<file path="src/hw/rtl/assert_macros.svh">
// Assertion helpers shared by the RTL; both sample on clk and sit out reset.
`ifndef ASSERT_MACROS_SVH
`define ASSERT_MACROS_SVH

// Plain property check.
`define ASSERT_CLK(lbl, prop, msg) \
  lbl: assert property (@(posedge clk) disable iff (!rst_n) (prop)) else $error(msg);

// Same-cycle implication.
`define ASSERT_IMPL(lbl, ante, cons, msg) \
  lbl: assert property (@(posedge clk) disable iff (!rst_n) (ante) |-> (cons)) else $error(msg);

`endif

</file>
<file path="src/hw/rtl/rot90_pkg.sv">
package rot90_pkg;

  localparam int MAX_DIM    = 64;
  localparam int MAX_PIXELS = 4096;

  localparam int DIM_W   = $clog2(MAX_DIM);
  localparam int EFF_W   = DIM_W + 1;
  localparam int TOT_W   = 2 * EFF_W;
  localparam int ADDR_W  = $clog2(MAX_PIXELS);
  localparam int PROD_W  = DIM_W + EFF_W;
  localparam int REG_W   = 7;
  localparam int PIX_W   = 8;
  localparam int CNT_W   = 13;
  localparam int PADDR_W = 3;
  localparam int PDATA_W = 32;

  localparam logic [REG_W-1:0] DIM_RESET = REG_W'(64);

  typedef enum logic [0:0] {
    REG_WIDTH  = 1'b0,
    REG_HEIGHT = 1'b1
  } reg_idx_t;

  typedef enum logic [0:0] {
    OP_LOAD  = 1'b0,
    OP_FETCH = 1'b1
  } opcode_t;

  // Effective dimension: zero acts as one, oversize clamps to MAX_DIM.
  function automatic logic [EFF_W-1:0] eff_dim(input logic [REG_W-1:0] v);
    logic [EFF_W-1:0] res;
    if (v == '0) begin
      res = EFF_W'(1);
    end else if (int'(v) > MAX_DIM) begin
      res = EFF_W'(MAX_DIM);
    end else begin
      res = EFF_W'(v);
    end
    return res;
  endfunction

  typedef struct packed {
    logic [EFF_W-1:0] width;
    logic [EFF_W-1:0] height;
    logic             restart;
    logic [DIM_W-1:0] restart_row;
  } cfg_t;

  typedef struct packed {
    logic              fetch;
    logic              wr_en;
    logic [ADDR_W-1:0] wr_addr;
    logic [PIX_W-1:0]  wr_data;
    logic              rd_en;
    logic [ADDR_W-1:0] rd_addr;
    logic              last;
    logic [CNT_W-1:0]  count;
    logic              status;
  } req_t;

endpackage

</file>
<file path="src/hw/rtl/rot90_ctrl.sv">
`include "assert_macros.svh"

module rot90_ctrl
  import rot90_pkg::*;
(
  input  logic             clk,
  input  logic             rst_n,
  input  cfg_t             cfg,
  input  logic             in_valid,
  input  logic             in_ready,
  input  logic             opcode,
  input  logic [PIX_W-1:0] pixel,
  output req_t             req
);

  logic [TOT_W-1:0]  load_idx_r, load_idx_nxt;
  logic [DIM_W-1:0]  col_r, col_nxt;
  logic [DIM_W-1:0]  row_r, row_nxt;
  logic [CNT_W-1:0]  zcnt_r, zcnt_nxt;
  logic              loaded_r, loaded_nxt;

  logic              accept;
  logic              is_load;
  logic              is_fetch;
  logic [DIM_W-1:0]  w_m1;
  logic [DIM_W-1:0]  h_m1;
  logic [TOT_W-1:0]  total;
  logic [TOT_W-1:0]  idx_inc;
  logic [PROD_W-1:0] row_base;
  logic [PROD_W-1:0] addr_sum;
  logic              is_last;

  assign accept   = in_valid & in_ready;
  assign is_load  = accept & (opcode == OP_LOAD);
  assign is_fetch = accept & (opcode == OP_FETCH);

  assign w_m1     = DIM_W'(cfg.width - EFF_W'(1));
  assign h_m1     = DIM_W'(cfg.height - EFF_W'(1));
  assign total    = TOT_W'(cfg.width) * TOT_W'(cfg.height);
  assign idx_inc  = load_idx_r + TOT_W'(1);
  // Source address of the rotated pixel: row * width + column
  assign row_base = PROD_W'(row_r) * PROD_W'(cfg.width);
  assign addr_sum = row_base + PROD_W'(col_r);
  assign is_last  = (col_r >= w_m1) && (row_r == '0);

  always_comb begin
    load_idx_nxt = load_idx_r;
    col_nxt      = col_r;
    row_nxt      = row_r;
    zcnt_nxt     = zcnt_r;
    loaded_nxt   = loaded_r;
    if (cfg.restart) begin
      load_idx_nxt = '0;
      col_nxt      = '0;
      row_nxt      = cfg.restart_row;
      zcnt_nxt     = '0;
      loaded_nxt   = 1'b0;
    end else if (is_load) begin
      if (!loaded_r) begin
        load_idx_nxt = idx_inc;
        zcnt_nxt     = zcnt_r + CNT_W'(pixel == '0);
        if (idx_inc >= total) loaded_nxt = 1'b1;
      end
    end else if (is_fetch && loaded_r) begin
      if (is_last) begin
        load_idx_nxt = '0;
        col_nxt      = '0;
        row_nxt      = h_m1;
        zcnt_nxt     = '0;
        loaded_nxt   = 1'b0;
      end else if (row_r == '0) begin
        row_nxt = h_m1;
        col_nxt = col_r + DIM_W'(1);
      end else begin
        row_nxt = row_r - DIM_W'(1);
      end
    end
  end

  always_ff @(posedge clk) begin
    if (!rst_n) begin
      load_idx_r <= '0;
      col_r      <= '0;
      row_r      <= DIM_W'(MAX_DIM - 1);
      zcnt_r     <= '0;
      loaded_r   <= 1'b0;
    end else begin
      load_idx_r <= load_idx_nxt;
      col_r      <= col_nxt;
      row_r      <= row_nxt;
      zcnt_r     <= zcnt_nxt;
      loaded_r   <= loaded_nxt;
    end
  end

  always_comb begin
    req.fetch   = is_fetch;
    req.wr_en   = is_load & ~loaded_r & ~cfg.restart;
    req.wr_addr = ADDR_W'(load_idx_r);
    req.wr_data = pixel;
    req.rd_en   = is_fetch & loaded_r;
    req.rd_addr = ADDR_W'(addr_sum);
    req.last    = loaded_r & is_last;
    req.count   = loaded_r ? zcnt_r : '0;
    req.status  = ~loaded_r;
  end

  `ASSERT_IMPL(a_loaded_full, loaded_r, load_idx_r == total,
    "image marked loaded with load index off the pixel total")
  `ASSERT_IMPL(a_idle_scan_pos, !loaded_r, (row_r == h_m1) && (col_r == '0),
    "scan position moved while no full image is held")
  `ASSERT_CLK(a_scan_in_range, (row_r <= h_m1) && (col_r <= w_m1),
    "scan position outside the configured image")

endmodule

</file>
<file path="config.mk">
export PLATFORM = sky130hd
export DESIGN_NAME = rot90_ctrl
export DESIGN_NICKNAME = d
export VERILOG_FILES = /design/src/hw/rtl/rot90_pkg.sv /design/src/hw/rtl/rot90_ctrl.sv
export VERILOG_INCLUDE_DIRS = /design/src /design/src/hw/rtl
export SDC_FILE = /design/constraint.sdc
export NUM_CORES = 1
export LEC_CHECK = 0
export ABC_AREA = 1
export BUFFER_PORTS_ARGS = -buffer_cell sky130_fd_sc_hd__clkbuf_2
export CORE_UTILIZATION = 45
export CTS_BUF_LIST = sky130_fd_sc_hd__clkbuf_2 sky130_fd_sc_hd__clkbuf_4 sky130_fd_sc_hd__clkbuf_8
export DETAILED_ROUTE_END_ITERATION = 8
export MAX_ROUTING_LAYER = met4
export PLACE_DENSITY_LB_ADDON = 0.12
export REMOVE_ABC_BUFFERS = 1
export SLEW_MARGIN = 20
export SYNTH_ARGS = -nofsm -noshare
export SYNTH_HDL_FRONTEND = slang
export SYNTH_SLANG_ARGS = --single-unit
</file>
<file path="constraint.sdc">
create_clock -name clk -period 8.95 [get_ports clk]
set_clock_uncertainty 0.15 [all_clocks]
set_input_delay 0.4475 -clock clk [delete_from_list [all_inputs] [get_ports clk]]
set_output_delay 0.4475 -clock clk [all_outputs]
set_load 0.05 [all_outputs]
</file>
Word-level counts from Yosys, hierarchy flattened
Cells that the tools add are included.
{"block": "word_totals", "out_inout_bits": 50, "reg_bits": 40, "word_cells": 64, "input_bits": 34}
{"block": "classes", "bitwise_logic": 12, "n_reduce_logical": 13, "addsub": 7, "n_lt_le_gt_ge": 2, "n_eq_ne": 2, "n_mul": 2, "mux": 21}
{"op": "13-bit two-way mux", "count": 5}
{"op": "14-bit two-way mux", "count": 4}
{"op": "6-bit two-way mux", "count": 7}
{"op": "6-bit by 1-bit subtractor with 6-bit output, second input constant", "count": 3}
{"op": "14-bit by 1-bit adder with 14-bit output, second input constant", "count": 1}
{"op": "14-bit >= comparator", "count": 1}
{"op": "7-bit by 7-bit multiplier with 14-bit output", "count": 1}
{"op": "13-bit by 1-bit adder with 13-bit output", "count": 1}
{"op": "12-bit by 6-bit adder with 12-bit output", "count": 1}
{"op": "6-bit by 7-bit multiplier with 12-bit output", "count": 1}
{"op": "8-bit logical NOT", "count": 1}
{"op": "2-bit nonzero test", "count": 4}
{"op": "1-bit AND", "count": 7}
{"op": "6-bit by 1-bit adder with 6-bit output, second input constant", "count": 1}
{"op": "6-bit >= comparator", "count": 1}
{"op": "6-bit logical NOT", "count": 1}
{"op": "3-bit AND reduction", "count": 2}
{"op": "1-bit two-way mux", "count": 5}
{"op": "1-bit NOT", "count": 5}
{"op": "2-bit != test, second input constant", "count": 2}
{"op": "2-bit AND reduction", "count": 2}
{"op": "1-bit logical AND", "count": 2}
{"op": "2-bit OR reduction", "count": 1}

Depth between registers and ports, before layout
Gate-level depths: netlist of the first run.
{"block": "logic_depth", "ltp_word": 7, "depth_mapped": 27}

Worst setup path before layout of the first run
No wires, ideal clock.
{"block": "synth_timing", "kind": "input to register", "startpoint": "in cfg[16] (netlist name)", "endpoint": "reg loaded_r", "stages": 24, "arrival_ns": 5.116, "required_ns": 8.729, "setup_ns": 0.071, "slack_ns": 3.613, "path_buffers": 2, "path_cell_list": "clkbuf_1 -> clkbuf_1 -> nand2_1 -> fa_1 -> fa_1 -> inv_1 -> fa_1 -> inv_1 -> fa_1 -> inv_1 -> ha_1 -> a21oi_1 -> o21ai_0 -> a21oi_1 -> o21ai_0 -> xor2_1 -> ha_1 -> nand2_1 -> nor2_1 -> and2_1 -> nand2_1 -> nand4_1 -> nand2_1 -> a21oi_1"}
{"block": "synth_via", "elab_chain_len": 5, "word_cells_on_any_way": 10, "classes_between": "1 x add/sub; 1 x mul; 2 x order compare; 3 x mux; 3 x reduce/logical"}
{"element": "start: declaration", "line_no": "rot90_ctrl.sv:8", "text": "input cfg_t cfg,"}
{"element": "7-bit by 7-bit multiplier with 14-bit output / 6-bit by 1-bit subtractor with 6-bit output (equally long branches)", "line_no": "rot90_ctrl.sv:39, rot90_ctrl.sv:37"}
{"element": "14-bit >= comparator / 6-bit >= comparator (equally long branches)", "line_no": "rot90_ctrl.sv:62, rot90_ctrl.sv:44"}
{"element": "1-bit two-way mux / 1-bit logical AND (equally long branches)", "line_no": "rot90_ctrl.sv:62, rot90_ctrl.sv:44"}
{"element": "1-bit two-way mux / 2-bit nonzero test (equally long branches)"}
{"element": "1-bit two-way mux / 2-bit AND reduction (equally long branches)"}
{"element": "end signal: assignment", "line_no": "rot90_ctrl.sv:92", "text": "loaded_r <= loaded_nxt;"}
{"element": "end: declaration", "line_no": "rot90_ctrl.sv:20", "text": "logic loaded_r, loaded_nxt;"}
Parallel ways exist; a longest one is shown, timed or not.
A chain may end at the register's enable or synchronous reset.

==> results.md, run 1 <==
* Final Hold Vio Count at 0
* CP startpoint: row_r[2]
* Comb pwr share at 0.743
* Maxcap violations at 0
* Synth Cell Area at 0.00643 sq mm
* Final period util at 0.587
* First-pass GRT wire length at 24,000 um
* TNS Setup at 0 ns
* Worst r2r dst: loaded_r
* Total core area at 0.0139 sq mm
* Residual overflow from global routing at 0
* Worst-Margin Slew at 0.839 ns
* Commonest non-fill, non-tap cell in the layout: nand2_1
* Io pins at 84
* Internal at 580 uW
* Inserted Diodes at 0
* Worst-Skew Late Latency at 0.30 ns
* Seq/Total Area, Yosys at 0.125
* Clock Sinks at 40
* Worst hold path startpoint: cfg[3]
* Worst EP required at 8.35 ns
* Final setup fails at 0
* NetSw at 747 uW
* RSZ-0062 raised after global routing: no
* P_leak at 0.00394 uW
* Number of buffers created by CTS at 5
* Cts repair resizes at 0
* Endpoint class of the critical path: output port
* Starting Density at 0.461
* Crit-path max FO at 11
* Die Y at 122 um
* Sw frac at 0.563
* Placed Area at 0.00677 sq mm
* Yosys reg bits at 40
* Die Wd at 122 um
* Post-CTS Hold Buffers at 0
* Via count at 5,597
* Final wirelength at 14,400 um
* Worst VDD drop at 0.000265 V
* Final nets at 1,147
* CTS Buffer Depth at 2
* Pin count of the biggest net entering global routing at 28
* DR DRC count at 0
* Std-Cell Rows at 43
* Clock Root Buffer: clkbuf_8
* Initial DRC count at 256
* Post CTS Setup Buffer Count at 0
* CTS tree: yes
* CP Cell Sequence: nand2_1, fa_1, inv_1, ha_1, inv_1, fa_1, fa_1, inv_1, ha_1, a21oi_1, and2_1, o21ai_0, nand3_1, nand2_1, xor2_1, clkbuf_2
* Clock share of power at 0.116
* First-pass iteration count of the detailed router at 5
* CP top delay family: adder cells
* Critical path data arrival time at 4.66 ns
* Synth cell types at 35
* Crit path buf inv count at 4
* CP max-delay cell: dfxtp_1
* Post-DR vias/cell at 4.83
* Layout area overhead at 7.06%
* Max H-tree Level at 2
* Post-DP HPWL at 11,700 um
* Cell area after layout at 0.00688 sq mm
* Worst hold path endpoint: row_r[3]
* YS warnings at 0
* Hold depth at 3
* Critical Path Max Stage Delay at 0.68 ns
* Commonest cells after routing, fill and taps aside: nand2_1 (231), inv_1 (178), ha_1 (89)
* Post-detailed-route count of antenna-violating nets at 0
* GRT Total Usage at 0.209
* Worst r2r src: load_idx_r[0]
* Tmin final at 5.26 ns
* I/O Buffers at 83
* Clock Pin Slew Worst Setup and Hold Paths at 0.08 ns
* Seq pwr share at 0.141
* Initial antenna violation count at 0
* Worst Reg-to-Reg Cells at 14
* Vias in the first global route at 4,909
* Syn avg cell area at 6.85 sq um
* Routability cong. at 0.844
* P per Cell Area at 193 mW/mm^2
* Worst setup SP type: flop
* Critical path type: flop to output port
* R2R Setup Slk at 6.27 ns
* Fmax at 190 MHz
* Status: complete, no violations
* Gate Count Post-Synth at 939
* Slew headroom at 0.437
* Die ar. at 0.0148 sq mm
* Share of cells above drive strength 1 at 0.110
* Worst Hold Class: input port to flop
* Average wire per standard cell at 12.5 um
* Max Slew Vio Count at 0
## cell families (layout without fill, tap and decap cells)
group | Yosys count | count (layout) | share of synthesized area
AND/OR/NAND/NOR | 386 | 386 | 0.256
XOR/XNOR | 50 | 50 | 0.0681
adder cells (fa/ha/maj) | 136 | 136 | 0.320
buffers and inverters | 234 | 273 | 0.153
flip-flops | 40 | 40 | 0.125
AO/OA/AOI/OAI | 93 | 93 | 0.0788
## how the worst max path moves through the flow
stage               cells after the start  slack [ns]       end
finish                                 16        3.69   req[24]
global route                           26        3.37  loaded_r
CTS                                    13        3.66   req[23]
detailed placement                     22        3.44  loaded_r
global placement                       24        3.50  loaded_r
floorplan                              15        4.06   req[24]
## cell type report
cell class	instances	area [sq um]
Multi-Input combinational cell	665	4650
Tap cell	180	225
Fill cell	1505	7050
Inverter	182	683
Clock buffer	6	76.3
Clock inverter	2	35.0
Timing Repair Buffer	83	415
Sequential cell	40	801
## sequential cells by signal, indices dropped and copies added, names as in the netlist
| register | cells |
|---|---|
| loaded_r | 1 |
| col_r | 6 |
| row_r | 6 |
| zcnt_r | 13 |
| load_idx_r | 14 |
## power groups by stage
stage	clock network, uW	registers, uW	logic [uW]
after CTS	159	187	997
after global routing	167	188	1110
final	154	187	985
after detailed placement	0	191	987
after global placement	0	191	989
after floorplan	0	189	786
## through the flow
stage	util	setup slack, ns	hold WS [ns]	std cells	total power (uW)
6_report	0.494	3.69	0.242	1158	1330
5_1_grt	0.494	3.37	0.279	1158	1460
4_1_cts	0.494	3.66	0.239	1158	1340
3_5_place_dp	0.486	3.44	0.341	1150	1180
3_3_place_gp	0.486	3.50	0.337	1150	1180
2_1_floorplan	-	4.06	0.322	887	975
## cell usage after synthesis
library cell  number  area share
o2111ai_1          1      0.0014
nand3b_1           1      0.0012
buf_6              2      0.0035
nor3b_1            1      0.0012
clkbuf_1          21       0.012
xnor2_1           15       0.020
nor4_1             2      0.0019
nor3_2             2      0.0031
buf_2              7      0.0054
nand2_2            2      0.0019
nor2_4             3      0.0053
nand4_1            9      0.0088
o21ai_0           21       0.016
buf_4             21       0.025
buf_1              1     0.00058
nor3_1             9      0.0070
nor2_1            58       0.034
nand2_1          231        0.13
inv_2              2      0.0012
ha_1              89        0.17
o211ai_1           5      0.0058
nand2_4            3      0.0053
a21boi_0           1      0.0012
nand3_1           57       0.044
o21bai_1           3      0.0035
fa_1              47        0.15
a21oi_1           57       0.044
clkinv_1           2      0.0012
and2_1             5      0.0049
inv_1            178        0.10
xor2_1            35       0.048
a21oi_2            2      0.0027
dfxtp_1           40        0.12
or2_2              3      0.0029
a21o_1             3      0.0035
## worst reg2reg max path: stages, from the launching register on
cell and delay, ns:
dfxtp_1 0.45, ha_1 0.24, nand3_1 0.17, nor2_1 0.20, nand2_1 0.13, nor2_1 0.13
xor2_1 0.27, ha_1 0.28, nand2_1 0.09, nor2_1 0.05, and2_1 0.13, nand2_1 0.06
nand4_1 0.08, nand2_1 0.07, a21oi_1 0.05
## metal layers
layer	up-vias	track usage	routed length [um]
met1	2554	0.300	7360
met4	0	0.0262	86
met2	69	0.324	6650
li1	2966	-	-
met3	8	0.0234	322
met5	-	-	0
(Power assumes the default switching activity.)
==> inputs of run 2 (changes only) <==
==> constraint.sdc (replaced) <==
create_clock -name clk -period 5.5 [get_ports clk]
set_clock_uncertainty 0.15 [all_clocks]
set_input_delay 0.275 -clock clk [delete_from_list [all_inputs] [get_ports clk]]
set_output_delay 0.275 -clock clk [all_outputs]
set_load 0.05 [all_outputs]
==> run 2 against run 1 <==
- clock power is 45% higher
- final cell count is 0.69% higher
- sequential power is 62% higher
- final area is 0.65% higher
- worst hold slack worse by 0.16 ns
- combinational power is 63% higher
- non-clock buffer count is 8 higher
- flip-flop and latch count stayed put
- register-to-register slack worse by 3.4 ns
- critical path depth is 3 lower
- critical endpoint is now req[23]
==> results.md, run 2 (synthesis results as in run 1) <==
* Die Wd at 122 um (unchanged)
* Largest regs: load_idx_r x14, zcnt_r x13 (unchanged)
* Clock Pin Slew Worst Setup and Hold Paths at 0.08 ns (about the same)
* Top cell by count, worst path: fa_1
* Post-detailed-route count of antenna-violating nets at 0 (unchanged)
* Clock Sinks at 40 (unchanged)
* Post-DP HPWL at 11,800 um (was 11,700 um)
* Starting Density at 0.461 (unchanged)
* Final setup fails at 0 (unchanged)
* P per Cell Area at 309 mW/mm^2 (was 193 mW/mm^2)
* Worst VDD drop at 0.000323 V (was 0.000265 V)
* CP max-delay cell: dfxtp_1 (unchanged)
* Crit-path max FO at 10 (was 11)
* Maxcap violations at 0 (unchanged)
* Vias in the first global route at 5,215 (was 4,909)
* Largest register by flop count: load_idx_r (unchanged)
* P_leak at 0.00397 uW (was 0.00394 uW)
* Die Y at 122 um (unchanged)
* I/O Buffers at 83 (unchanged)
* First-pass iteration count of the detailed router at 4 (was 5)
* Critical path type: flop to output port (unchanged)
* CTS Buffer Depth at 2 (unchanged)
* Number of flip-flops in the largest register at 14 (unchanged)
* Average wire per standard cell at 12.4 um (was 12.5 um)
* TNS Setup at 0 ns (unchanged)
* Number of buffers created by CTS at 5 (unchanged)
* Reg area at 801 sq um (unchanged)
* Final wirelength at 14,500 um (was 14,400 um)
* RSZ-0062 raised after global routing: no (unchanged)
* Endpoint class of the critical path: output port (unchanged)
* CP Cell Sequence: nand2_1, fa_1, fa_1, fa_1, inv_1, fa_1, ha_1, nand2_1, o21ai_0, a21oi_1, o21ai_0, xor2_1, clkbuf_2 (was nand2_1, fa_1, inv_1, ha_1, inv_1, fa_1, fa_1, inv_1, ha_1, a21oi_1, and2_1, o21ai_0, nand3_1, nand2_1, xor2_1, clkbuf_2)
* Cts repair resizes at 0 (unchanged)
* Worst hold path startpoint: cfg[2] (was cfg[3])
* Die ar. at 0.0148 sq mm (unchanged)
* Slew headroom at 0.432 (was 0.437)
* Post-DR vias/cell at 4.79 (was 4.83)
* Post-CTS Hold Buffers at 0 (unchanged)
* Worst-Skew Late Latency at 0.31 ns (was 0.30 ns)
* Layout area overhead at 7.76% (was 7.06%)
* Worst setup SP type: flop (unchanged)
* Worst EP required at 5.08 ns (was 8.35 ns)
* CP startpoint: row_r[4] (was row_r[2])
* First-pass GRT wire length at 24,800 um (was 24,000 um)
* Routability cong. at 0.827 (was 0.844)
* Tmin final at 5.07 ns
* Status: complete, no violations (unchanged)
* Critical Path Max Stage Delay at 0.63 ns (was 0.68 ns)
* CP top delay family: adder cells (unchanged)
* DR DRC count at 0 (unchanged)
* Final nets at 1,155 (was 1,147)
* Final Hold Vio Count at 0 (unchanged)
* Inserted Diodes at 0 (unchanged)
* Worst Reg-to-Reg Cells at 15 (was 14)
* CTS tree: yes (unchanged)
* Crit. path cell count at 13 (was 16)
* Fmax at 197 MHz
* Via count at 5,582 (was 5,597)
* GRT Total Usage at 0.216 (was 0.209)
* Std-Cell Rows at 43 (unchanged)
* Clock Root Buffer: clkbuf_8 (unchanged)
* Final worst slack at 0.430 ns (was 3.69 ns)
* Initial antenna violation count at 0 (unchanged)
* Worst Hold Class: input port to flop (unchanged)
* Worst-Margin Slew at 0.846 ns (was 0.839 ns)
* Residual overflow from global routing at 0 (unchanged)
* Final period util at 0.922
* Share of cells above drive strength 1 at 0.118 (was 0.110)
* Initial DRC count at 261 (was 256)
* Max H-tree Level at 2 (unchanged)
* Layout Utilization at 0.497 (was 0.494)
* Critical path data arrival time at 4.65 ns (was 4.66 ns)
* DP Worst Slack at 0.275 ns (was 3.44 ns)
* Max Slew Vio Count at 0 (unchanged)
* Post CTS Setup Buffer Count at 0 (unchanged)
* Hold depth at 3 (unchanged)
* Multi-input logic area at 0.00465 sq mm (unchanged)
* Fill count at 1,499 (was 1,505)
* Io pins at 84 (unchanged)
* Commonest cells after routing, fill and taps aside: nand2_1 (231), inv_1 (178), ha_1 (89) (unchanged)
* Pin count of the biggest net entering global routing at 28 (unchanged)
* Total core area at 0.0139 sq mm (unchanged)
* Worst r2r src: load_idx_r[0] (unchanged)
* Crit path buf inv count at 2 (was 4)
* Commonest non-fill, non-tap cell in the layout: nand2_1 (unchanged)
## run 2: worst register-to-register path, stage by stage (launching register included)
cell and delay (ns):
dfxtp_1 0.46, nand2_1 0.08, nor2_1 0.31, nand3_1 0.16, nor2_1 0.17, nand2_1 0.08, and2_1 0.16, ha_1 0.30
nand2_1 0.11, inv_1 0.05, nand2_1 0.05, nand2_1 0.05, a21oi_1 0.14, nand4_1 0.09, nand2_1 0.07, a21oi_1 0.05
## run 2: report_power, final
group | switching [uW] | internal [uW] | leakage (uW)
Clock | 120 | 103 | 0.0000516
Combinational | 1100 | 516 | 0.00360
Sequential | 9.99 | 293 | 0.000324
## run 2: area by class of cell
type / instances / area share
clock buffers: 6 / 0.0119
clock inverters: 2 / 0.00199
inverters: 182 / 0.0986
multi-input cells: 665 / 0.671
flip-flops and latches: 40 / 0.116
well taps: 180 / 0.0325
repair buffers: 91 / 0.0686
## run 2: worst paths after layout
path	end	slack, ns
max	req[23]	0.43
min	row_r[2]	0.08
max reg2reg	loaded_r	2.87
min reg2reg	load_idx_r[13]	0.35
## run 2: metal layers
| metal | share of wire | GRT usage |
|---|---|---|
| met2 | 0.45 | 0.346 |
| met5 | 0 | - |
| met4 | 0.0086 | 0.0332 |
| met3 | 0.029 | 0.0239 |
| met1 | 0.51 | 0.298 |
## run 2: per-stage QoR
step	hold slack [ns]	area (sq um)	instances	power, uW
after CTS	0.0787	6930	1166	2170
after floorplan	0.209	6130	887	1590
after detailed placement	0.344	6830	1158	1930
after global placement	0.334	6830	1158	1930
final	0.0822	6930	1166	2140
after global routing	0.0902	6930	1166	2380
