[src/hw/rtl/assert_macros.svh]
// Assertion helpers shared by the RTL; both sample on clk and sit out reset.
`ifndef ASSERT_MACROS_SVH
`define ASSERT_MACROS_SVH

// Plain property check.
`define ASSERT_CLK(lbl, prop, msg) \
  lbl: assert property (@(posedge clk) disable iff (!rst_n) (prop)) else $error(msg);

// Same-cycle implication.
`define ASSERT_IMPL(lbl, ante, cons, msg) \
  lbl: assert property (@(posedge clk) disable iff (!rst_n) (ante) |-> (cons)) else $error(msg);

`endif

[src/hw/rtl/rot90_pkg.sv]
package rot90_pkg;

  localparam int MAX_DIM    = 64;
  localparam int MAX_PIXELS = 4096;

  localparam int DIM_W   = $clog2(MAX_DIM);
  localparam int EFF_W   = DIM_W + 1;
  localparam int TOT_W   = 2 * EFF_W;
  localparam int ADDR_W  = $clog2(MAX_PIXELS);
  localparam int PROD_W  = DIM_W + EFF_W;
  localparam int REG_W   = 7;
  localparam int PIX_W   = 8;
  localparam int CNT_W   = 13;
  localparam int PADDR_W = 3;
  localparam int PDATA_W = 32;

  localparam logic [REG_W-1:0] DIM_RESET = REG_W'(64);

  typedef enum logic [0:0] {
    REG_WIDTH  = 1'b0,
    REG_HEIGHT = 1'b1
  } reg_idx_t;

  typedef enum logic [0:0] {
    OP_LOAD  = 1'b0,
    OP_FETCH = 1'b1
  } opcode_t;

  // Effective dimension: zero acts as one, oversize clamps to MAX_DIM.
  function automatic logic [EFF_W-1:0] eff_dim(input logic [REG_W-1:0] v);
    logic [EFF_W-1:0] res;
    if (v == '0) begin
      res = EFF_W'(1);
    end else if (int'(v) > MAX_DIM) begin
      res = EFF_W'(MAX_DIM);
    end else begin
      res = EFF_W'(v);
    end
    return res;
  endfunction

  typedef struct packed {
    logic [EFF_W-1:0] width;
    logic [EFF_W-1:0] height;
    logic             restart;
    logic [DIM_W-1:0] restart_row;
  } cfg_t;

  typedef struct packed {
    logic              fetch;
    logic              wr_en;
    logic [ADDR_W-1:0] wr_addr;
    logic [PIX_W-1:0]  wr_data;
    logic              rd_en;
    logic [ADDR_W-1:0] rd_addr;
    logic              last;
    logic [CNT_W-1:0]  count;
    logic              status;
  } req_t;

endpackage

[src/hw/rtl/rot90_regs.sv]
module rot90_regs
  import rot90_pkg::*;
(
  input  logic               clk,
  input  logic               rst_n,
  input  logic               psel,
  input  logic               penable,
  input  logic               pwrite,
  input  logic [PADDR_W-1:0] paddr,
  input  logic [PDATA_W-1:0] pwdata,
  output logic [PDATA_W-1:0] prdata,
  output logic               pready,
  output cfg_t               cfg
);

  logic [REG_W-1:0] width_r, width_nxt;
  logic [REG_W-1:0] height_r, height_nxt;
  logic             wr;
  reg_idx_t         idx;
  logic [EFF_W-1:0] h_new_eff;

  assign pready = 1'b1;
  assign wr     = psel & penable & pwrite;
  assign idx    = reg_idx_t'(paddr[2]);

  always_comb begin
    width_nxt  = width_r;
    height_nxt = height_r;
    prdata     = '0;
    case (idx)
      REG_WIDTH: begin
        if (wr) width_nxt = pwdata[REG_W-1:0];
        prdata = PDATA_W'(width_r);
      end
      REG_HEIGHT: begin
        if (wr) height_nxt = pwdata[REG_W-1:0];
        prdata = PDATA_W'(height_r);
      end
      default: begin
        prdata = '0;
      end
    endcase
  end

  always_ff @(posedge clk) begin
    if (!rst_n) begin
      width_r  <= DIM_RESET;
      height_r <= DIM_RESET;
    end else begin
      width_r  <= width_nxt;
      height_r <= height_nxt;
    end
  end

  // A write to either register restarts the image; start row follows the new height
  assign h_new_eff       = eff_dim(height_nxt);
  assign cfg.width       = eff_dim(width_r);
  assign cfg.height      = eff_dim(height_r);
  assign cfg.restart     = wr;
  assign cfg.restart_row = DIM_W'(h_new_eff - EFF_W'(1));

endmodule

[config.mk]
export PLATFORM = sky130hd
export DESIGN_NAME = rot90_regs
export DESIGN_NICKNAME = d
export VERILOG_FILES = /design/src/hw/rtl/assert_macros.svh /design/src/hw/rtl/rot90_pkg.sv /design/src/hw/rtl/rot90_regs.sv
export SDC_FILE = /design/constraint.sdc
export NUM_CORES = 1
export LEC_CHECK = 0
export ABC_CLOCK_PERIOD_IN_PS = 3520
export BUFFER_PORTS_ARGS = -buffer_cell sky130_fd_sc_hd__buf_2
export CAP_MARGIN = 20
export CELL_PAD_IN_SITES_DETAIL_PLACEMENT = 1
export CELL_PAD_IN_SITES_GLOBAL_PLACEMENT = 1
export CORE_MARGIN = 8
export CORE_UTILIZATION = 26
export DETAILED_ROUTE_END_ITERATION = 10
export GPL_TIMING_DRIVEN = 1
export HOLD_SLACK_MARGIN = 0.08
export PLACE_DENSITY = 0.8
export SLEW_MARGIN = 20
export SYNTH_ARGS = -nofsm -noshare
export SYNTH_HDL_FRONTEND = slang
export SYNTH_SLANG_ARGS = --single-unit
[constraint.sdc]
create_clock -name clk -period 3.52 [get_ports clk]
set_clock_uncertainty 0.1 [all_clocks]
set_input_delay 0.704 -clock clk [delete_from_list [all_inputs] [get_ports clk]]
set_output_delay 0.704 -clock clk [all_outputs]
set_load 0.01 [all_outputs]
; ---- Word level (Yosys, flattened, before mapping)
; Cells that the tools add are included.
; Widths: inputs -> output; s select.
[classes]
addsub = 1
n_lt_le_gt_ge = 3
n_mux = 9
n_bitwise = 3
reduce_logical = 4
[ops]
columns = cell, n
row1 = $pmux 32 s2, 1
row2 = $mux 7, 6
row3 = $gt 7x7->1 const B, 3
row4 = $logic_not 7->1, 3
row5 = $mux 6, 2
row6 = $sub 6x1->6 const B, 1
row7 = $and 1x1->1, 2
row8 = $reduce_and 2->1, 1
row9 = $not 1->1, 1
[word_totals]
ff_bits = 14
in_bits = 40
output_inout_bits = 54
elab_cells = 22

; ---- Logic depth before layout (Yosys ltp)
; Gate-level depths: netlist of the first run.
[logic_depth]
depth_word = 8
mapped_depth = 10
depth_no_buf = 8

; ---- Worst setup path after synthesis of the first run
; OpenSTA, ideal clock, no wires.
[synth_path]
kind = input port to output port
start = input paddr[2]
end = output cfg[4] (netlist name)
arrival_ns = 2.369
required_ns = 2.716
slack_ns = 0.347
cell_stages = 10
path_buffers = 2
cell_sequence = buf_6 nand4_4 buf_4 a211oi_1 a21oi_1 nand2_1 ha_1 inv_1 or4_1 o221ai_2
[synth_lines]
columns = element, line_no
row1 = "start, declared", rot90_regs.sv:9  ; input logic [PADDR_W-1:0] paddr,
row2 = "end, declared", rot90_regs.sv:13  ; output cfg_t cfg

==> summary.txt, run 1 <==
Placement
  • GPL Wtd Cong: 0.8048
  • Placed Area: 1339 µm²
  • Cell total after placement: ~240
  • Detail Placement HPWL: ~3000 µm
  • # port buffers: 40

Synth
  • Main synth FF type: dfxtp_1
  • Post-Syn Area: between 1000 and 1500 µm²
  • Post-Synth XOR/XNOR Area: less than 1%
  • Most common cell in the netlist: buf_4
  • Post-Synth Adder-Cell Area: approximately 1.0%
  • Mean Syn Cell Area: 7.861 µm²
  • Main combinational cell family by area after synthesis: simple AND/OR/NAND/NOR gates
  • Yosys warning total: 0
  • Synth Area in Simple Gates: between 20 and 30%
  • Post-synth EDFFs: 0
  • Synth Instances: around 150
  • #FFs+latches synth: 14
  • Top cells by area, synth: dfxtp_1 (23%), buf_4 (18%), nand2_1 (6.9%), nor2b_1 (6.8%), mux2_2 (6.6%)
  • Synth Area in Compound Gates: 11.52%
  • Post-synth top area share: roughly a quarter
  • Sequential fraction of the synthesis area: 23.46%
  • Top post-synthesis cells by count: buf_4 (28), nand2_1 (22), dfxtp_1 (14)
  • Area leader, netlist: dfxtp_1
  • FFs w/ async S/R, synth: 0%
  • Library cells used by synthesis: 36
  • Mux share of post-synthesis cell area: between 10% and 20%

Cells and area
  • Area of the multi-input gates: 752.0 µm²
  • Area growth syn-to-layout: 16.65%
  • Ant diodes: 0
  • Layout cell share with drive strength beyond 1: 31.05%
  • Final instance area: roughly 1400 µm²
  • Nets: between 200 and 250
  • Cell Count, Final, Fillers Out: approximately 240
  • Fillers: around 580
  • Sequential cell area: between 200 and 300 µm²

CTS
  • Post_cts resized: 0
  • TritonCTS clock tree: yes
  • Clock slew at reported path FFs: about 0.06 ns
  • CTS buffer count: 3
  • Sink Count: 14
  • H-tree depth: 1
  • Clock Latency Late Sink: ~0.25 ns
  • Post-CTS setup buffers: 0
  • Clk root buf: clkbuf_8
  • Post-CTS Hold Fix Bufs: 0
  • Clock buffer depth: 2

Setup path
  • Reg-to-Reg Start: height_r[6]
  • WP buf/inv: 3
  • Critical Path Source Type: input port
  • Delay-heaviest family, CP: simple AND/OR/NAND/NOR gates
  • Critical-path top delay cell: or4_1
  • CP max stage delay: 0.54 ns
  • Worst path most repeated cell: buf_2
  • Data arrival time of the critical path: between 2 and 2.5 ns
  • Worst-path cell chain: buf_2 > nand4_4 > a211oi_1 > a21oi_1 > nand2_1 > ha_1 > inv_1 > or4_1 > o221ai_2 > buf_2
  • CP Launch Point: pwrite
  • Setup CP Type: input port to output port
  • CP max FO: 8
  • Crit path required time: approximately 2.7 ns
  • CP endpoint kind: output port

Global route
  • Met3 usage: 3.613%
  • First-pass GRT wire length: roughly 6000 µm
  • Met2 usage: between 10% and 20%
  • Met1 global-route usage: between 10% and 20%
  • Number of antenna violations at the first check in global routing: 0
  • Tot GR Track Use: between 10% and 20%
  • Largest net degree at the start of global routing: 15
  • Vias in the first global route: around 1200
  • Overflow after GRT: 0
  • Peak-usage layer in the global routing report: met2

Route
  • Total detailed-routing wirelength: 3647 µm
  • DR WL/cell: 15.07 µm
  • Via density per instance: about 4.5
  • Pre-Repair DR Iteration Count: 4
  • DRC: 0
  • Final ANT Viol Nets: 0
  • Starting DRC count in detailed routing: 30
  • Vias post-DR: ~1100

Floorplanning
  • Initial Utilization: 27.25%
  • Row cnt: 24
  • I/O pins: 94
  • Die area: 7021 µm²
  • Die width: 83.79 µm
  • Die H: 83.79 µm
  • Core box area: about 4400 µm²

Outcome
  • Status: finished clean

Power
  • P_int: about 290 µW
  • Total power density per cell area: 291.5 nW/µm²
  • Worst VDD drop: roughly 99 µV
  • Comb pwr share: approximately 20%
  • Clock power share: between 30% and 40%
  • Switching Share: ~28%
  • Power share of the sequential group: 41.2%
  • Net switching power: about 110 µW
  • Leak pwr: around 0.00065 µW

Timing
  • Fin crit share: just over 90%
  • Count of final setup violators: 0
  • Fin crit period: 3.280 ns
  • Final Hold Fails: 0
  • Setup TNS: 0 ns
  • F_max: between 0.3 and 0.4 GHz
  • Setup repair after global routing missed its margin: false
  • Final slew viol count: 0

Flow run
  • Maxcap violations: 0

Min path
  • Worst hold path type: flop to flop
  • Hold wc startpoint: width_r[2]
-- placed cells by master (no fill, tap or decap) --
cell	instances
buf_2	40
conb_1	26
nand2_1	22
dfxtp_1	14
nor2b_1	13
a21boi_0	8
mux2_2	7
nor3_1	7
nor2_1	6
a21oi_1	5
mux2i_1	5
clkbuf_8	4
buf_4	4
inv_1	3
and3_1	2
nand3b_1	2
o21ai_0	2
and2_1	2
nand3_1	2
nand4_4	1
a211oi_1	1
and4_1	1
a211o_1	1
or2_2	1
mux2_4	1
o221a_1	1
or4_1	1
o221ai_2	1
nand4b_1	1
nand4_1	1
nor3b_1	1
xnor2_1	1
and2b_1	1
nand2b_1	1
ha_1	1
-- power groups by stage --
stage,Clock [µW],Sequential (µW),Combinational (µW)
global route,168,168,90.4
floorplan,0,168,74.5
CTS,161,167,80.8
finish,158,167,81.3
global placement,0,170,78.7
detailed placement,0,171,80.3
-- registers in the layout (all words and copies together), names as in the netlist --
signal    cells
height_r      7
width_r       7
-- final timing paths --
| path | to | slack, ns | depth (start not counted) |
|---|---|---|---|
| max | cfg[4] | 0.24 | 10 |
| max reg2reg | height_r[6] | 2.47 | 3 |
| min | width_r[2] | 0.40 | 2 |
| min reg2reg | width_r[2] | 0.40 | 2 |
-- cells by family after synthesis --
group,count (synthesis)
and+or+nand+nor,65
DFF,14
AOI/OAI and AO/OA,19
adders and majority gates,1
muxes,13
other,2
xor gates and xnor gates,1
buffers and inverters,37
-- cell type report --
cell class | instances | share of cell area, %
Multi-Input combinational cell | 125 | 53.95
Sequential cell | 14 | 20.11
Timing Repair Buffer | 44 | 16.52
Tap cell | 52 | 4.668
Clock buffer | 4 | 3.950
Inverter | 3 | 0.8079
-- through the flow --
step | util [%] | power (µW) | hold WS [ns] | worst slack, ns
final | 31.79 | 406.4 | 0.3993 | 0.2399
after global routing | 31.79 | 426.1 | 0.4212 | 0.1046
after CTS | 31.79 | 409.1 | 0.4053 | 0.2239
after detailed placement | 30.54 | 251.1 | 0.3974 | 0.2326
after global placement | 30.54 | 249.2 | 0.3804 | 0.3066
after floorplan | - | 242.8 | 0.3538 | 0.3471
-- layer usage --
metal  up-vias  wire length (µm)
met5         -                 0
met4         0                39
met3         2               261
met2        39              1733
met1       512              1612
li1        532                 -
-- worst reg2reg max path: cells and delay by family, from the launching register on --
| family | cells | cell delay (ns) |
|---|---|---|
| mux | 1 | 0.15 |
| simple gates | 1 | 0.05 |
| flops | 1 | 0.52 |
| buf+inv | 1 | 0.17 |
(Power assumes the default switching activity.)
==> inputs of run 2 (changes only) <==
CORE_ASPECT_RATIO = 0.75   (was unset)
==> run 2 against run 1 <==
  * Cell area increased by 0.45%
  * Worst setup slack better by 0.065 ns
  * Via count down 1.1%
  * Hold slack gained 0.0058 ns
  * Sequential share of layout area decreased by 0.090 points
  * Core utilization is 0.26 points lower
  * Combinational power shrank 0.6%
  * Count of clock-buffer cells in the layout did not move
  * Critical endpoint unchanged
  * Largest power group unchanged
  * Highest routed layer unchanged
==> summary.txt, run 2 (same netlist as run 1, synthesis figures left out) <==
Global route
  • First-pass GRT wire length: slightly below 6000 µm
  • Met1 global-route usage: 12.82%
  • Met3 usage: 4.582%
  • Overflow after GRT: 0
  • Vias in the first global route: 1160
  • Peak-usage layer in the global routing report: met2
  • Met2 usage: between 10% and 20%
  • Largest net degree at the start of global routing: 15
  • Number of antenna violations at the first check in global routing: 0
  • Tot GR Track Use: roughly 10%

Power
  • Comb pwr share: about 20%
  • P_int: 291.7 µW
  • Switching Share: 28.14%
  • Net switching power: approximately 110 µW
  • Worst VDD drop: between 100 and 150 µV
  • Power share of the sequential group: around 41%
  • Clock power share: 38.9%
  • Leak pwr: 0.0006525 µW
  • Total power density per cell area: around 290 nW/µm²

Placement
  • Detail Placement HPWL: between 3000 and 4000 µm
  • Cell total after placement: 243
  • # port buffers: 40
  • GPL Wtd Cong: between 0.8 and 0.9

Cells and area
  • Commonest cells after routing, fill and taps aside: buf_2 (40), conb_1 (26), nand2_1 (22), dfxtp_1 (14), nor2b_1 (13)
  • Top Registers: height_r (7), width_r (7)
  • Post-route core utilization: around a third
  • Nets: roughly 230
  • Area growth syn-to-layout: 17.17%
  • Layout cell share with drive strength beyond 1: a little under a third
  • Commonest non-fill, non-tap cell in the layout: buf_2
  • Ant diodes: 0
  • Cell Count, Final, Fillers Out: about 250

Setup path
  • Reg2reg path depth: 3
  • Crit path required time: between 2 and 3 ns
  • CP max FO: 8
  • Data arrival time of the critical path: about 2.4 ns
  • Critical Path Source Type: input port
  • Setup CP Type: input port to output port
  • Worst reg-to-reg setup slack: between 2 and 2.5 ns
  • CP endpoint kind: output port

CTS
  • Clock Latency Late Sink: ~0.25 ns
  • Clk root buf: clkbuf_8
  • Post_cts resized: 0
  • TritonCTS clock tree: yes
  • Post-CTS setup buffers: 0
  • Clock slew at reported path FFs: 0.06 ns
  • Post-CTS Hold Fix Bufs: 0
  • Clock buffer depth: 2
  • H-tree depth: 1
  • CTS buffer count: 3
  • Sink Count: 14

Route
  • Via density per instance: 4.344
  • Vias post-DR: about 1100
  • Starting DRC count in detailed routing: 34
  • Total detailed-routing wirelength: about 3600 µm
  • DRC: 0
  • DR WL/cell: 14.76 µm
  • Pre-Repair DR Iteration Count: 4
  • Final ANT Viol Nets: 0

Floorplanning
  • Row cnt: 21
  • Initial Utilization: 26.91%
  • Core box area: 4441 µm²
  • Die width: around 94 µm
  • Die area: just over 7000 µm²
  • I/O pins: between 90 and 100
  • Die H: 74.71 µm

Flow run
  • Maxcap violations: 0

Timing
  • Final Hold Fails: 0
  • Setup repair after global routing missed its margin: false
  • Final slew viol count: 0
  • Setup TNS: 0 ns
  • Count of final setup violators: 0
  • WHS: 0.4052 ns
  • Fin crit period: 3.215 ns
  • Fin crit share: 91.34%
  • F_max: between 0.3 and 0.4 GHz

Outcome
  • Status: finished clean

Min path
  • Hold depth: 2
  • Worst hold path type: flop to flop
run 2: cell counts in the layout (fill, tap and decap cells not counted):
No cell type changed its count.
run 2: final timing paths:
check | startpoint | endpoint
worst min register to register | width_r[1] | width_r[1]
worst max-delay path | pwrite | cfg[4]
worst max register to register | height_r[6] | height_r[6]
worst min-delay path | width_r[1] | width_r[1]
run 2: critical path: stages:
cell and delay, ns:
buf_2 0.12, nand4_4 0.17, a211oi_1 0.21, a21oi_1 0.07
nand2_1 0.09, ha_1 0.20, inv_1 0.07, or4_1 0.53
o221ai_2 0.07, buf_2 0.16
run 2: metrics by stage:
stage	cell area, µm²	power (µW)	worst slack [ns]
after floorplan	1285	242.8	0.3471
after global placement	1345	248.8	0.3155
after detailed placement	1345	250.8	0.2849
after CTS	1400	408.6	0.2764
after global routing	1400	427.2	0.1548
final	1400	405.9	0.3049
run 2: power by group through the flow:
stage / logic [µW] / clock network, µW / registers, µW
after floorplan: 74.5 / 0 / 168
after global placement: 78.3 / 0 / 171
after detailed placement: 80.0 / 0 / 171
after CTS: 80.4 / 161 / 167
after global routing: 90.7 / 168 / 168
final: 80.8 / 158 / 167
run 2: layout make-up:
class                      count  area (µm²)
timing repair buffer          44       230.2
sequential                    14       280.3
fill                         561        3040
inverter                       3       11.26
multi-input combinational    125       752.0
tap                           57       71.32
clock buffer                   4       55.05
run 2: metal layers:
| layer | vias to the layer above | share of wire, % | wire (µm) |
|---|---|---|---|
| met4 | 0 | 0.93 | 34 |
| li1 | 537 | - | - |
| met2 | 43 | 43 | 1580 |
| met1 | 491 | 46 | 1662 |
| met5 | - | 0 | 0 |
| met3 | 2 | 10 | 368 |
==> inputs of run 3 (changes only) <==
ABC_CLOCK_PERIOD_IN_PS = 4100   (was 3520)
CORE_UTILIZATION = 28   (was 26)
CTS_CLUSTER_SIZE = 20   (was unset)
PLACE_DENSITY = 0.85   (was 0.8)
clock period = 4.1 ns   (was 3.52 ns; I/O delays follow)
==> run 3 against run 2 <==
  * Hold slack lost 0.0021 ns
  * Global-route usage increased by 0.25 points
  * Critical path depth is the same
  * Register-to-register slack better by 0.57 ns
==> summary.txt, run 3 (same netlist as run 1, synthesis figures left out) <==
Floorplanning
  • Die width: just over 90 µm
  • Core box area: 4079 µm²
  • Die area: 6636 µm²
  • I/O pins: 94
  • Initial Utilization: slightly below 30%
  • Die H: approximately 73 µm
  • Row cnt: 20

CTS
  • H-tree depth: 1
  • Clock slew at reported path FFs: about 0.050 ns
  • Clk root buf: clkbuf_8
  • Post_cts resized: 0
  • Post-CTS setup buffers: 0
  • Sink Count: 14
  • TritonCTS clock tree: yes
  • CTS buffer count: 3
  • Clock Latency Late Sink: 0.24 ns
  • Clock buffer depth: 2
  • Post-CTS Hold Fix Bufs: 0

Power
  • Leak pwr: roughly 0.00063 µW
  • Worst VDD drop: around 85 µV
  • Total power density per cell area: about 240 nW/µm²

Timing
  • Final slew viol count: 0
  • Count of final setup violators: 0
  • Setup TNS: 0 ns
  • F_max: around 0.27 GHz
  • Final Hold Fails: 0
  • Fin crit share: 91.66%
  • Setup repair after global routing missed its margin: false
  • Fin crit period: 3.758 ns

Global route
  • Tot GR Track Use: a little over a tenth
  • Number of antenna violations at the first check in global routing: 0
  • Overflow after GRT: 0
  • First-pass GRT wire length: between 5000 and 6000 µm
  • Largest net degree at the start of global routing: 15
  • Vias in the first global route: ~1200

Placement
  • Placed Area: approximately 1300 µm²
  • # port buffers: 40
  • Detail Placement HPWL: 3016 µm
  • GPL Wtd Cong: ~0.97

Route
  • DR WL/cell: ~15 µm
  • Vias post-DR: roughly 1100
  • Via density per instance: roughly 4.5
  • Total detailed-routing wirelength: between 3000 and 4000 µm
  • Final ANT Viol Nets: 0
  • DRC: 0
  • Starting DRC count in detailed routing: 25
  • Pre-Repair DR Iteration Count: 4

Setup path
  • Worst path most repeated cell: buf_2
  • Setup CP Type: input port to output port
  • Worst-path cell chain: buf_2 > nand4_4 > a211oi_1 > a21oi_1 > nand2_1 > ha_1 > inv_1 > or4_1 > o221ai_2 > buf_2
  • Reg-to-Reg Start: height_r[6]
  • WP buf/inv: 3
  • Data arrival time of the critical path: between 2 and 3 ns
  • Reg2reg path depth: 2
  • Critical Path Source Type: input port
  • Critical-path top delay cell: or4_1
  • CP endpoint kind: output port
  • Reg2reg end: height_r[6]
  • Worst reg-to-reg setup slack: about 3 ns
  • CP endpoint: cfg[4]
  • Delay-heaviest family, CP: simple AND/OR/NAND/NOR gates
  • Crit path required time: around 3.2 ns
  • CP Launch Point: paddr[2]
  • CP max FO: 11
  • CP max stage delay: between 0.5 and 0.6 ns
  • Critical Path Stages: 10

Cells and area
  • Commonest cells after routing, fill and taps aside: buf_2 (40), conb_1 (26), nand2_1 (22), dfxtp_1 (14), nor2b_1 (13)
  • Final instance area: ~1400 µm²
  • Layout cell share with drive strength beyond 1: between 20 and 30%
  • Ant diodes: 0
  • Fillers: 533
  • Nets: around 230
  • Commonest non-fill, non-tap cell in the layout: buf_2
  • Area growth syn-to-layout: 13.93%
  • Top Registers: height_r (7), width_r (7)

Min path
  • Hold depth: 2
  • Hold wc startpoint: width_r[5]
  • Worst hold path type: flop to flop

Outcome
  • Status: finished clean

Flow run
  • Maxcap violations: 0
[run 3: worst min path at each step]
| stage | end | slack, ns |
|---|---|---|
| detailed placement | width_r[5] | 0.40 |
| global placement | width_r[5] | 0.38 |
| floorplan | width_r[0] | 0.35 |
| global route | width_r[5] | 0.44 |
| CTS | width_r[5] | 0.41 |
| finish | width_r[5] | 0.40 |
[run 3: area by class of cell]
class | count | area (µm²) | share of cell area (%)
Inverter | 3 | 11.26 | 0.8272
Tap cell | 55 | 68.82 | 5.055
Multi-Input combinational cell | 125 | 752.0 | 55.24
Timing Repair Buffer | 41 | 207.7 | 15.26
Clock buffer | 3 | 41.29 | 3.033
Sequential cell | 14 | 280.3 | 20.59
[run 3: tightest hold or removal path, stage by stage, from the launching register on]
cell and delay [ns]:
dfxtp_1 0.33, nand2_1 0.06, a21boi_0 0.06
[run 3: layer usage]
metal / track usage, % / up-vias / part of all wire, %
met5: 0 / - / 0
met4: 3.255 / 0 / 0.99
met3: 3.494 / 2 / 5.7
met2: 19.04 / 33 / 49
met1: 11.63 / 518 / 45
li1: - / 523 / -
[run 3: through the flow]
| step | hold WS (ns) | power, µW | instances | util (%) | setup WS (ns) |
|---|---|---|---|---|---|
| 6_report | 0.4031 | 322.3 | 241 | 33.37 | 0.3421 |
| 5_1_grt | 0.4394 | 339.1 | 241 | 33.37 | 0.1712 |
| 4_1_cts | 0.4056 | 325.1 | 241 | 33.37 | 0.3288 |
| 3_5_place_dp | 0.3964 | 213.5 | 238 | 32.36 | 0.3315 |
| 3_3_place_gp | 0.3846 | 211.9 | 238 | 32.36 | 0.3666 |
| 2_1_floorplan | 0.3538 | 208.5 | 176 | - | 0.6951 |
[run 3: power breakdown]
part | total [µW] | switching [µW] | internal (µW)
Clock | 111 | 45.8 | 64.9
Combinational | 67.8 | 43.1 | 24.7
Sequential | 144 | 4.63 | 139
